**src/rtl/round_robin_pick_with_cooldown_assert.svh**
```systemverilog
// Assertion macros shared by the RTL of the round-robin pick block.
`ifndef ROUND_ROBIN_PICK_WITH_COOLDOWN_ASSERT_SVH
`define ROUND_ROBIN_PICK_WITH_COOLDOWN_ASSERT_SVH

// Same-cycle implication, disabled while reset is high.
`define RRPC_ASSERT_NOW(label, clk, rst, lhs, rhs) \
  label: assert property (@(posedge clk) disable iff (rst) (lhs) |-> (rhs)) \
    else $error("assertion failed");

// Next-cycle implication, disabled while reset is high.
`define RRPC_ASSERT_NEXT(label, clk, rst, lhs, rhs) \
  label: assert property (@(posedge clk) disable iff (rst) (lhs) |=> (rhs)) \
    else $error("assertion failed");

`endif

```
**src/rtl/rrpc_pkg.sv**
```systemverilog
`timescale 1ns / 1ps
`default_nettype none

package rrpc_pkg;

  // Request kinds.
  localparam logic [1:0] KIND_PICK = 2'd0;
  localparam logic [1:0] KIND_COOL = 2'd1;
  localparam logic [1:0] KIND_HEAL = 2'd2;

  // Width of one stored cooldown-until time.
  localparam int unsigned TIME_W = 49;

  // One request transaction.
  typedef struct packed {
    logic [1:0]  kind;
    logic [47:0] now_ms;
    logic [3:0]  entry_index;
    logic [31:0] cool_ms;
  } req_t;

  // One result transaction.
  typedef struct packed {
    logic       ok;
    logic [3:0] granted_index;
    logic [4:0] ready_count;
  } rsp_t;

endpackage

`default_nettype wire

```
**src/rtl/round_robin_pick_with_cooldown.sv**
```systemverilog
`timescale 1ns / 1ps
`default_nettype none

// Channel   | Handshake            | Payload
// ----------+----------------------+----------------------------------------
// request   | start, busy          | req (kind, now_ms, entry_index, cool_ms)
// result    | done (1-cycle strobe)| rsp (ok, granted_index, ready_count)
// config    | cfg_we               | cfg_data (entries_in_use)
//
// A request with a non-empty pool ends with a scan that reads one stored time per
// cycle from the cooldown RAM, over every entry of the pool. A pick first passes
// the fix-up state, which subtracts while the ring pointer must be brought back
// below a reduced pool size; an in-range update first passes the write state.
// An empty pool answers in the cycle after acceptance. busy is low in the
// done cycle, so the next request may be accepted then. Synchronous reset
// marks every entry available; there is no clearing pass. Results cannot stall.
module round_robin_pick_with_cooldown #(
  parameter int unsigned MAX_ENTRIES = 16
) (
  input  wire logic           clk,
  input  wire logic           rst,
  input  wire logic           start,
  output logic                busy,
  input  wire rrpc_pkg::req_t req,
  output logic                done,
  output rrpc_pkg::rsp_t      rsp,
  input  wire logic           cfg_we,
  input  wire logic [4:0]     cfg_data
);

  localparam int unsigned DEPTH = (MAX_ENTRIES > 16) ? 16 : MAX_ENTRIES;
  localparam int unsigned AW    = (DEPTH > 1) ? $clog2(DEPTH) : 1;
  localparam logic [4:0]  DEPTH_N = 5'(DEPTH);

  logic [4:0]                  entries_in_use;
  logic [4:0]                  pool_size;
  logic                        ram_we;
  logic [AW-1:0]               ram_waddr;
  logic [rrpc_pkg::TIME_W-1:0] ram_wdata;
  logic                        ram_re;
  logic [AW-1:0]               ram_raddr;
  logic [rrpc_pkg::TIME_W-1:0] ram_rdata;

  // Pool size register.
  always_ff @(posedge clk) begin
    if (rst) begin
      entries_in_use <= '0;
    end else if (cfg_we) begin
      entries_in_use <= cfg_data;
    end
  end

  // Pool size saturates at the RAM depth.
  assign pool_size = (entries_in_use > DEPTH_N) ? DEPTH_N : entries_in_use;

  rrpc_seq #(
    .DEPTH (DEPTH),
    .AW    (AW)
  ) u_seq (
    .clk       (clk),
    .rst       (rst),
    .start     (start),
    .req       (req),
    .pool_size (pool_size),
    .busy      (busy),
    .done      (done),
    .rsp       (rsp),
    .ram_we    (ram_we),
    .ram_waddr (ram_waddr),
    .ram_wdata (ram_wdata),
    .ram_re    (ram_re),
    .ram_raddr (ram_raddr),
    .ram_rdata (ram_rdata)
  );

  rrpc_ram #(
    .WIDTH (rrpc_pkg::TIME_W),
    .DEPTH (DEPTH),
    .AW    (AW)
  ) u_ram (
    .clk   (clk),
    .we    (ram_we),
    .waddr (ram_waddr),
    .wdata (ram_wdata),
    .re    (ram_re),
    .raddr (ram_raddr),
    .rdata (ram_rdata)
  );

`include "round_robin_pick_with_cooldown_assert.svh"

  // A transaction accepted with a non-empty pool makes the block busy next cycle.
  `RRPC_ASSERT_NEXT(a_accept_busy, clk, rst, start && !busy && (pool_size != 5'd0), busy)
  // The result strobe comes with the sequencer back in idle.
  `RRPC_ASSERT_NOW(a_done_idle, clk, rst, done, !busy)
  // A refused pick or an update never reports a granted index.
  `RRPC_ASSERT_NOW(a_no_grant, clk, rst, done && !rsp.ok, rsp.granted_index == 4'd0)

endmodule

`default_nettype wire

```
**src/rtl/rrpc_ram.sv**
```systemverilog
`timescale 1ns / 1ps
`default_nettype none

// Simple dual-port RAM: one write port, one read port, registered read data.
module rrpc_ram #(
  parameter int unsigned WIDTH = 49,
  parameter int unsigned DEPTH = 16,
  parameter int unsigned AW    = (DEPTH > 1) ? $clog2(DEPTH) : 1
) (
  input  wire logic             clk,
  input  wire logic             we,
  input  wire logic [AW-1:0]    waddr,
  input  wire logic [WIDTH-1:0] wdata,
  input  wire logic             re,
  input  wire logic [AW-1:0]    raddr,
  output logic      [WIDTH-1:0] rdata
);

  logic [WIDTH-1:0] mem [DEPTH];

  // Write port.
  always_ff @(posedge clk) begin
    if (we) begin
      mem[waddr] <= wdata;
    end
  end

  // Read port with registered read data.
  always_ff @(posedge clk) begin
    if (re) begin
      rdata <= mem[raddr];
    end
  end

endmodule

`default_nettype wire

```
**src/rtl/rrpc_seq.sv**
```systemverilog
`timescale 1ns / 1ps
`default_nettype none

// Request sequencer: pointer fix-up, a write of the cooldown RAM
// and a one-entry-per-cycle scan that picks and counts.
module rrpc_seq #(
  parameter int unsigned DEPTH = 16,
  parameter int unsigned AW    = (DEPTH > 1) ? $clog2(DEPTH) : 1
) (
  input  wire logic                        clk,
  input  wire logic                        rst,
  input  wire logic                        start,
  input  wire rrpc_pkg::req_t              req,
  input  wire logic [4:0]                  pool_size,
  output logic                             busy,
  output logic                             done,
  output rrpc_pkg::rsp_t                   rsp,
  output logic                             ram_we,
  output logic [AW-1:0]                    ram_waddr,
  output logic [rrpc_pkg::TIME_W-1:0]      ram_wdata,
  output logic                             ram_re,
  output logic [AW-1:0]                    ram_raddr,
  input  wire logic [rrpc_pkg::TIME_W-1:0] ram_rdata
);

  localparam logic [2:0] ST_IDLE = 3'd0;
  localparam logic [2:0] ST_MOD  = 3'd1;
  localparam logic [2:0] ST_WR   = 3'd2;
  localparam logic [2:0] ST_SCAN = 3'd3;

  logic [2:0]                  state;
  rrpc_pkg::req_t              req_q;
  logic [4:0]                  n_q;
  logic [3:0]                  ring_pointer;
  logic [4:0]                  start_q;
  logic [4:0]                  start_inc;
  logic [AW-1:0]               addr;
  logic [4:0]                  issue_cnt;
  logic                        rd_vld_q;
  logic [AW-1:0]               rd_addr_q;
  logic                        found;
  logic [3:0]                  grant_q;
  logic [4:0]                  count;
  logic                        upd_ok;
  logic [DEPTH-1:0]            valid;
  logic [rrpc_pkg::TIME_W-1:0] eff_time;
  logic                        is_avail;
  logic                        rd_issue;
  logic                        is_pick;

  assign busy      = (state != ST_IDLE);
  assign is_pick   = (req_q.kind == rrpc_pkg::KIND_PICK);
  assign start_inc = start_q + 5'd1;

  // RAM access: one read per scan cycle until all n_q reads are issued, one write in the update cycle.
  assign rd_issue  = (state == ST_SCAN) && (issue_cnt != n_q);
  assign ram_re    = rd_issue;
  assign ram_raddr = addr;
  assign ram_we    = (state == ST_WR);
  assign ram_waddr = req_q.entry_index[AW-1:0];
  assign ram_wdata = (req_q.kind == rrpc_pkg::KIND_COOL) ?
                     ({1'b0, req_q.now_ms} + {17'd0, req_q.cool_ms}) : '0;

  // An entry never written reads as expired at time zero.
  assign eff_time = valid[rd_addr_q] ? ram_rdata : '0;
  assign is_avail = (eff_time <= {1'b0, req_q.now_ms});

  // Sequencer.
  always_ff @(posedge clk) begin
    done     <= 1'b0;
    rd_vld_q <= 1'b0;
    if (rst) begin
      state        <= ST_IDLE;
      ring_pointer <= '0;
      valid        <= '0;
    end else begin
      unique case (state)
        ST_IDLE: begin
          if (start) begin
            req_q     <= req;
            n_q       <= pool_size;
            start_q   <= {1'b0, ring_pointer};
            addr      <= '0;
            issue_cnt <= '0;
            found     <= 1'b0;
            grant_q   <= '0;
            count     <= '0;
            upd_ok    <= 1'b0;
            if (pool_size == 5'd0) begin
              // Empty pool answers at once.
              done  <= 1'b1;
              rsp   <= '0;
            end else begin
              unique case (req.kind) inside
                rrpc_pkg::KIND_PICK: state <= ST_MOD;
                rrpc_pkg::KIND_COOL, rrpc_pkg::KIND_HEAL: begin
                  if ({1'b0, req.entry_index} < pool_size) begin
                    upd_ok <= 1'b1;
                    state  <= ST_WR;
                  end else begin
                    state <= ST_SCAN;
                  end
                end
                default: state <= ST_SCAN;
              endcase
            end
          end
        end
        ST_MOD: begin
          // Reduce the pointer below the pool size by repeated subtraction.
          if (start_q >= n_q) begin
            start_q <= start_q - n_q;
          end else begin
            ring_pointer <= (start_inc == n_q) ? 4'd0 : start_inc[3:0];
            addr         <= start_q[AW-1:0];
            state        <= ST_SCAN;
          end
        end
        ST_WR: begin
          valid[req_q.entry_index[AW-1:0]] <= 1'b1;
          state                             <= ST_SCAN;
        end
        ST_SCAN: begin
          if (rd_issue) begin
            issue_cnt <= issue_cnt + 5'd1;
            addr      <= ((5'(addr) + 5'd1) == n_q) ? '0 : addr + AW'(1);
          end
          rd_vld_q  <= rd_issue;
          rd_addr_q <= addr;
          if (rd_vld_q && is_avail) begin
            count <= count + 5'd1;
            if (is_pick && !found) begin
              found   <= 1'b1;
              grant_q <= 4'(rd_addr_q);
            end
          end
          // All reads issued and the last one evaluated.
          if (!rd_issue && !rd_vld_q) begin
            done              <= 1'b1;
            rsp.ok            <= is_pick ? found : upd_ok;
            rsp.granted_index <= found ? grant_q : 4'd0;
            rsp.ready_count   <= count;
            state             <= ST_IDLE;
          end
        end
        default: state <= ST_IDLE;
      endcase
    end
  end

endmodule

`default_nettype wire
```
**config.mk**
```make
export PLATFORM = sky130hd
export DESIGN_NAME = round_robin_pick_with_cooldown
export DESIGN_NICKNAME = d
export VERILOG_FILES = /design/src/rtl/rrpc_pkg.sv /design/src/rtl/round_robin_pick_with_cooldown.sv /design/src/rtl/rrpc_ram.sv /design/src/rtl/rrpc_seq.sv
export VERILOG_INCLUDE_DIRS = /design/src /design/src/rtl
export SDC_FILE = /design/constraint.sdc
export NUM_CORES = 1
export LEC_CHECK = 0
export ABC_AREA = 0
export BUFFER_PORTS_ARGS = -buffer_cell sky130_fd_sc_hd__buf_2
export CAP_MARGIN = 20
export CORE_MARGIN = 1.5
export CORE_UTILIZATION = 58
export CTS_CLUSTER_SIZE = 24
export DETAILED_ROUTE_END_ITERATION = 6
export PLACE_DENSITY = 0.79
export REMOVE_ABC_BUFFERS = 1
export SYNTH_ARGS = -nofsm -noshare
export SYNTH_HDL_FRONTEND = slang
export SYNTH_SLANG_ARGS = --single-unit
```
**constraint.sdc**
```tcl
create_clock -name clk -period 21.1 [get_ports clk]
set_input_delay 6.33 -clock clk [delete_from_list [all_inputs] [get_ports clk]]
set_output_delay 6.33 -clock clk [all_outputs]
set_load 0.02 [all_outputs]
```
==> results.sh, run 1 <==
export IMPL_final_nets=2480
export IMPL_period_needed_ns=8.12
export IMPL_die_w_um=268
export IMPL_first_global_vias=21600
export IMPL_clkTransAtPathRegs_ns=0.06
export IMPL_syn_area_um2=40800
export IMPL_min_path_type="reg -> reg"
export IMPL_grt_max_degree=146
export IMPL_via_per_inst=6.41
export IMPL_die_y_um=268
export IMPL_numCtsBuffers=96
export IMPL_required_ns=14.77
export IMPL_p_leak_nw=15.5
export IMPL_hold_viol_final=0
export IMPL_min_period_over_period_pct=38.5
export IMPL_preCtsSetupSlack_ns=12.18
export IMPL_synthTopCellsByArea="edfxtp_1 (71%), mux4_2 (14%), ha_1 (3.0%)"
export IMPL_area_growth_pct=12.2
export IMPL_holdBufCountCts=0
export IMPL_final_core_utilization_pct=65.6
export IMPL_slew_limit_headroom_pct=22.7
export IMPL_clk_path_buf_depth=3
export IMPL_postRouteAntennaNets=0
export IMPL_via_count=21200
export IMPL_tightest_slew_ns=1.16
export IMPL_gp_congestion=0.860
export IMPL_coreArea_um2=69800
export IMPL_pwr_density_cell_nw_per_um2=107
export IMPL_whs_ns=0.472
export IMPL_die_area_um2=71900
export IMPL_syn_area_per_cell_um2=19.2
export IMPL_grt_pass1_wl_mm=137
export IMPL_ios=107
export IMPL_criticalPathCategory="reg -> out"
export IMPL_cp_arrival_ns=1.79
export IMPL_max_cap_viol_count=0
export IMPL_crit_fanout=9
export IMPL_drc_errors=0
export IMPL_drt_wl_total_mm=93.1
export IMPL_overflow=0
export IMPL_synth_cell_type_count=72
export IMPL_htreeDepth=3
export IMPL_num_antenna_cells=0
export IMPL_final_common_cell="edfxtp_1"
export IMPL_async_flop_share_pct=0
export IMPL_setup_viol=0
export IMPL_yosys_area_top_type="edfxtp_1"
export IMPL_synth_top_area_share_pct=70.9
export IMPL_hpwl_mm=47.5
export IMPL_drive_gt1_share_pct=24.3
export IMPL_drtIter0Drc=2426
export IMPL_status="finished, final reports clean"
export IMPL_clk_latency_ns=0.66
export IMPL_port_buffers=106
export IMPL_tritoncts="built"
export IMPL_synth_edf_count=963
export IMPL_cp_end_kind="primary output"
export IMPL_vdd_ir_drop_max_uv=67.6
export IMPL_placementRows=97
export IMPL_p_total_mw=4.91
export IMPL_start_kind="flip-flop"
export IMPL_slew_viol_final=0
export IMPL_ys_seq_area_share_pct=72.3
export IMPL_syn_inst=2125
export IMPL_cts_resized=0
export IMPL_wl_per_cell_um=28.2
export IMPL_grt_use_total_pct=26.6
export IMPL_finalClockSkew_ns=0.0323
export IMPL_rsz0062_at_grt="no"
export IMPL_fmax_ghz=0.123
export IMPL_start_util_pct=58.5
export IMPL_ys_seq_elements=992
export IMPL_antenna_found_initial=1
export IMPL_yosysWarningCount=0
export IMPL_setup_tns_ns=0
export IMPL_cts_setup_buffers=0
export IMPL_cts_sinks=992
export IMPL_drt_pass1_iter_count=6
export IMPL_synth_ff_type="edfxtp_1"
export IMPL_root_buffer="clkbuf_16"
export IMPL_fin_ws_ns=12.98
export IMPL_layout_common_cells="edfxtp_1 (963), mux4_2 (250), buf_2 (108), nor2_1 (105)"
[state kept, by name (all words and copies together) (netlist names), 10 cells and up]
signal	flops
u_seq.req_q	82
u_seq.valid	16
u_ram.mem	784
u_seq.rsp	10
u_ram.rdata	49
[routing by layer]
metal	wire length [um]	global-route usage (%)	up-vias
met5	13	0	-
met4	2750	8.93	2
met3	8040	4.43	182
met2	46600	44.2	1084
met1	35700	36.3	11000
li1	-	-	8909
[synth_stat cells, types with 4 or more instances]
master     count
a211o_1        4
xor2_1        22
ha_1          98
edfxtp_1     963
and2_1        64
nor3_1        21
xnor2_1       35
buf_2         16
a211oi_1      13
o21ai_1       12
nand3_1       27
mux4_2       250
dfxtp_1       29
a2111oi_1      4
buf_1         13
o211ai_1       5
nand2_1       44
nand3b_1       5
mux2i_1       10
o21ai_0       20
or3_1          9
clkbuf_1      57
nor2b_1        8
a21o_1        32
o21a_1         8
a21oi_1       61
nand4_1       19
and3_1        14
nor2_1       118
inv_1         75
nand2b_1       8
[report_power, final]
group,leakage (nW),total (mW),switching [mW],internal [mW]
clock,1.53,1.72,0.720,0.998
sequential,9.09,2.36,0.0414,2.31
combinational,4.90,0.840,0.472,0.367
total,15.5,4.91,1.23,3.68
[metrics by stage]
step	instance area, um^2	instances
after detailed placement	42600	3122
after global routing	45800	3303
after floorplan	40400	2039
after CTS	45700	3298
after global placement	42600	3120
final	45800	3303
[worst max-delay path, cell delays in order, from the launching register on]
cell	delay (ns)
dfxtp_1	0.39
inv_1	0.10
ha_1	0.31
inv_1	0.16
buf_2	0.19
[kinds of logic (layout without fill, tap and decap cells)]
logic type	after synthesis	count (layout)	synth area share, %
flops	992	992	72.3
simple gates	352	352	4.34
mux	262	262	14.1
compound gates	201	201	3.38
buf+inv	161	399	1.53
fa+ha+maj	100	100	3.10
xor+xnor	57	57	1.22
[final cells by class]
cell class	count	area [um^2]
Inverter	75	282
Clock inverter	64	633
Tap cell	940	1180
Sequential cell	992	29500
Fill cell	4447	24000
Timing Repair Buffer	148	870
Clock buffer	112	2510
Multi-Input combinational cell	972	10800
[worst paths after layout]
check	startpoint	to	slack [ns]	cells past startpoint
worst max-delay path	u_seq.state[0]	busy	12.98	4
worst min-delay path	u_seq.valid[15]	u_seq.valid[15]	0.47	2
worst max register to register	u_seq.rd_addr_q[0]	u_seq.count[4]	16.03	11
worst min register to register	u_seq.valid[15]	u_seq.valid[15]	0.47	2
Power figures use the tool's default switching activity.
==> inputs of run 2 (changes only) <==
clock period = 7.6 ns   (was 21.1 ns; I/O delays follow)
==> results.sh, run 2 (same netlist as run 1, synthesis figures left out) <==
export IMPL_status="finished, final reports clean"
export IMPL_slew_viol_final=0
export IMPL_final_core_utilization_pct=65.8
export IMPL_grtUsageMet3_pct=4.22
export IMPL_die_w_um=268
export IMPL_drtIter0Drc=2665
export IMPL_required_ns=7.93
export IMPL_antenna_found_initial=1
export IMPL_grt_max_degree=114
export IMPL_holdBufCountCts=0
export IMPL_pwr_density_cell_nw_per_um2=302
export IMPL_p_leak_nw=15.6
export IMPL_layout_common_cells="edfxtp_1 (963), mux4_2 (250), buf_2 (106), nor2_1 (105), clkbuf_16 (102)"
export IMPL_final_common_cell="edfxtp_1"
export IMPL_die_y_um=268
export IMPL_criticalPathCategory="reg -> reg"
export IMPL_tightest_slew_ns=1.18
export IMPL_cts_setup_buffers=0
export IMPL_via_per_inst=6.52
export IMPL_max_cap_viol_count=0
export IMPL_wl_per_cell_um=29.2
export IMPL_period_needed_ns=4.70
export IMPL_largest_register_ff_count=784
export IMPL_setup_viol=0
export IMPL_fin_cells=3304
export IMPL_finalClockSkew_ns=0.0205
export IMPL_slew_limit_headroom_pct=21.4
export IMPL_dp_cells=3126
export IMPL_design_area_um2=45900
export IMPL_via_count=21500
export IMPL_crit_fanout=49
export IMPL_hold_viol_final=0
export IMPL_grt_pass1_wl_mm=142
export IMPL_clk_latency_ns=0.65
export IMPL_top_register="u_ram.mem"
export IMPL_critPathLaunch="u_seq.rd_addr_q[0]"
export IMPL_placementRows=97
export IMPL_postRouteAntennaNets=0
export IMPL_drt_pass1_iter_count=6
export IMPL_overflow=0
export IMPL_die_area_um2=71900
export IMPL_top_usage_layer="met2"
export IMPL_start_kind="flip-flop"
export IMPL_crit_chain="mux4_2 > mux4_2 > buf_4 > and2_1 > ha_1 > a21o_1 > a21oi_1 > nand2_1 > a2111oi_0 > o21ai_0 > a211oi_1 > a211o_1 > a32o_1"
export IMPL_start_util_pct=58.5
export IMPL_setup_tns_ns=0
export IMPL_final_nets=2483
export IMPL_critical_path_most_common_cell="mux4_2"
export IMPL_min_period_over_period_pct=61.9
export IMPL_tritoncts="built"
export IMPL_grt_use_total_pct=27.6
export IMPL_clkTransAtPathRegs_ns=0.07
export IMPL_num_antenna_cells=0
export IMPL_reg_top3="u_ram.mem: 784 flops, u_seq.req_q: 82 flops, u_ram.rdata: 49 flops"
export IMPL_vdd_ir_drop_max_uv=192
export IMPL_met1_usage_pct=38.6
export IMPL_ios=107
export IMPL_cp_slowest_cell="mux4_2"
export IMPL_regToRegSetupSlack_ns=2.90
export IMPL_drt_wl_total_mm=96.6
export IMPL_area_growth_pct=12.5
export IMPL_htreeDepth=3
export IMPL_port_buffers=106
export IMPL_min_path_type="reg -> reg"
export IMPL_drive_gt1_share_pct=24.5
export IMPL_gp_congestion=0.881
export IMPL_dpl_cell_area_um2=42600
export IMPL_critical_path_top_delay_family="compound AO/OA/AOI/OAI gates"
export IMPL_clk_path_buf_depth=3
export IMPL_hpwl_mm=50.7
export IMPL_worst_path_buf_inv=1
export IMPL_r2r_start="u_seq.rd_addr_q[0]"
export IMPL_fmax_ghz=0.213
export IMPL_root_buffer="clkbuf_16"
export IMPL_cp_arrival_ns=5.03
export IMPL_first_global_vias=21800
export IMPL_cts_sinks=992
export IMPL_whs_ns=0.483
export IMPL_coreArea_um2=69800
export IMPL_cp_end_kind="flip-flop"
export IMPL_drc_errors=0
export IMPL_rsz0062_at_grt="no"
export IMPL_cts_resized=0
export IMPL_holdCritStartpoint="u_seq.valid[1]"
export IMPL_grtUsageMet2_pct=45.1
export IMPL_max_stage_delay_ns=0.53
export IMPL_numCtsBuffers=98
run 2: per-layer routing:
metal  wire length, um  vias to the layer above  share of wire [%]
met4              2520                        2                2.6
met1             36400                    11200                 38
met3              9230                      177                9.6
met2             48500                     1270                 50
li1                  -                     8927                  -
met5                13                        -              0.013
run 2: cell type report:
class	count	area, um^2
Fill cell	4381	23900
Clock inverter	57	621
Multi-Input combinational cell	972	10800
Sequential cell	992	29500
Clock buffer	119	2650
Inverter	75	282
Tap cell	940	1180
Timing Repair Buffer	149	886
run 2: worst register-to-register path: cells and delay by family, from the launching register on:
kind	cells	cell delay, ns
AOI/OAI and AO/OA	7	1.88
adders and majority gates	1	0.30
buffers and inverters	1	0.31
DFF	1	0.50
muxes	2	1.00
and+or+nand+nor	2	0.38
run 2: stage by stage:
| step | setup slack [ns] | total power [mW] |
|---|---|---|
| after floorplan | -2.58 | 8.61 |
| after global placement | 2.97 | 8.91 |
| after detailed placement | 2.98 | 8.99 |
| after CTS | 2.95 | 13.9 |
| after global routing | 2.71 | 14.3 |
| final | 2.90 | 13.8 |
run 2: worst paths after layout:
check,cells after the start,to
setup / recovery,13,u_seq.grant_q[1]
hold reg to reg,2,u_seq.valid[1]
hold / removal,2,u_seq.valid[1]
setup reg to reg,13,u_seq.grant_q[1]
run 2: where the power goes:
group	internal, mW	switching (mW)
registers	6.43	0.117
clock network	2.88	2.03
logic	1.03	1.36
==> inputs of run 3 (changes only) <==
CORE_UTILIZATION = 56   (was 58)
PLACE_DENSITY = 0.8   (was 0.79)
clock period = 3.8 ns   (was 7.6 ns; I/O delays follow)
==> results.sh, run 3 (same netlist as run 1, synthesis figures left out) <==
export IMPL_layout_common_cells="edfxtp_1 (963), mux4_2 (250), buf_2 (107), clkbuf_16 (99), nor2_1 (95)"
export IMPL_die_w_um=273
export IMPL_wl_per_cell_um=28.2
export IMPL_drtIter0Drc=2479
export IMPL_pwr_density_cell_nw_per_um2=585
export IMPL_wl_met2_mm=47.6
export IMPL_design_area_um2=46700
export IMPL_drt_wl_total_mm=95.6
export IMPL_crit_fanout=20
export IMPL_min_path_type="reg -> reg"
export IMPL_clkTransAtPathRegs_ns=0.06
export IMPL_grt_pass1_wl_mm=142
export IMPL_drt_met1_wl_mm=36.2
export IMPL_cts_sinks=992
export IMPL_cp_arrival_ns=4.46
export IMPL_fin_ws_ns=-0.257
export IMPL_via_count=21700
export IMPL_cp_end_kind="flip-flop"
export IMPL_antenna_found_initial=0
export IMPL_fin_cells=3393
export IMPL_required_ns=4.20
export IMPL_clk_latency_ns=0.66
export IMPL_htreeDepth=3
export IMPL_die_y_um=273
export IMPL_via_per_inst=6.39
export IMPL_num_antenna_cells=0
export IMPL_placementRows=98
export IMPL_tightest_slew_ns=1.04
export IMPL_final_core_utilization_pct=65.1
export IMPL_min_period_over_period_pct=107
export IMPL_largest_register_ff_count=784
export IMPL_final_nets=2558
export IMPL_reg_top3="u_ram.mem: 784 flops, u_seq.req_q: 82 flops, u_ram.rdata: 49 flops"
export IMPL_finalClockSkew_ns=0.0218
export IMPL_status="complete, but fails checks"
export IMPL_dp_cells=3212
export IMPL_grt_use_total_pct=26.1
export IMPL_drc_errors=0
export IMPL_ios=107
export IMPL_final_common_cell="edfxtp_1"
export IMPL_first_global_vias=22300
export IMPL_violations="setup timing"
export IMPL_setup_viol=10
export IMPL_start_kind="flip-flop"
export IMPL_overflow=0
export IMPL_drt_pass1_iter_count=6
export IMPL_die_area_um2=74500
export IMPL_start_util_pct=56.9
export IMPL_n_fill_cell=4580
export IMPL_slew_viol_final=0
export IMPL_root_buffer="clkbuf_16"
export IMPL_highest_layer="met4"
export IMPL_grt_max_degree=82
export IMPL_top_register="u_ram.mem"
export IMPL_period_needed_ns=4.06
export IMPL_area_growth_pct=14.6
export IMPL_rsz0062_at_grt="yes"
export IMPL_numCtsBuffers=97
export IMPL_port_buffers=106
export IMPL_max_cap_viol_count=0
export IMPL_slew_limit_headroom_pct=30.7
export IMPL_hold_viol_final=0
export IMPL_gp_congestion=0.919
export IMPL_p_total_mw=27.3
export IMPL_clk_path_buf_depth=3
export IMPL_fmax_ghz=0.246
export IMPL_postRouteAntennaNets=0
export IMPL_p_leak_nw=16.0
export IMPL_met3_wirelength_mm=8.57
export IMPL_tritoncts="built"
export IMPL_hpwl_mm=51.8
export IMPL_holdBufCountCts=0
export IMPL_drive_gt1_share_pct=27.8
export IMPL_coreArea_um2=71700
export IMPL_vdd_ir_drop_max_uv=408
export IMPL_dpl_cell_area_um2=43400
export IMPL_criticalPathCategory="reg -> reg"
[run 3: report_power, final]
part / switching (mW) / leakage, nW / total [mW] / internal, mW
Clock: 3.99 / 1.49 / 9.25 / 5.26
Sequential: 0.268 / 9.09 / 13.1 / 12.8
Combinational: 2.75 / 5.40 / 4.95 / 2.20
[run 3: worst max-delay path, cell delays in order (launching register included)]
cell and delay (ns):
edfxtp_1 0.51, mux4_2 0.54, mux4_2 0.52, buf_12 0.19, buf_6 0.16, and2_1 0.16, ha_1 0.33, nand4_1 0.19
a21oi_1 0.22, a211oi_2 0.09, o221ai_1 0.21, a211oi_2 0.06, a211o_4 0.32, a32o_2 0.28
[run 3: metrics by stage]
| stage | TNS (ns) | worst slack, ns | hold WS, ns |
|---|---|---|---|
| after floorplan | -892.51 | -6.38 | 0.435 |
| final | -2.44 | -0.257 | 0.470 |
| after global placement | -4.99 | -0.504 | 0.448 |
| after CTS | -2.48 | -0.269 | 0.473 |
| after global routing | -3.88 | -0.398 | 0.496 |
| after detailed placement | -12.90 | -0.707 | 0.459 |
[run 3: layer usage]
| layer | vias to the layer above | track usage (%) |
|---|---|---|
| met5 | - | 0 |
| met4 | 0 | 9.34 |
| met3 | 200 | 4.65 |
| met2 | 1217 | 42.8 |
| met1 | 11200 | 35.7 |
| li1 | 9071 | - |
[run 3: final cells by class]
class                           count  area, um^2  share of cell area, %
Clock inverter                     57         489                   1.05
Timing Repair Buffer              225        1700                   3.63
Sequential cell                   992       29500                   63.1
Tap cell                          950        1190                   2.54
Clock buffer                      122        2560                   5.49
Multi-Input combinational cell    972       11000                   23.6
Inverter                           75         282                  0.602
[run 3: final timing paths]
check                           from                to  slack, ns  cells after the start
setup / recovery  u_seq.rd_addr_q[0]  u_seq.grant_q[3]      -0.26                     13
hold / removal        u_seq.valid[3]    u_seq.valid[3]       0.47                      2
setup reg to reg  u_seq.rd_addr_q[0]  u_seq.grant_q[3]      -0.26                     13
hold reg to reg       u_seq.valid[3]    u_seq.valid[3]       0.47                      2
[run 3: timing repair]
action                                  CTS  global route
resized for setup                        33            16
endpoints found under the setup margin  106           290
setup buffers                             1             1
cloned                                    0             0
pin swaps                                 6             5
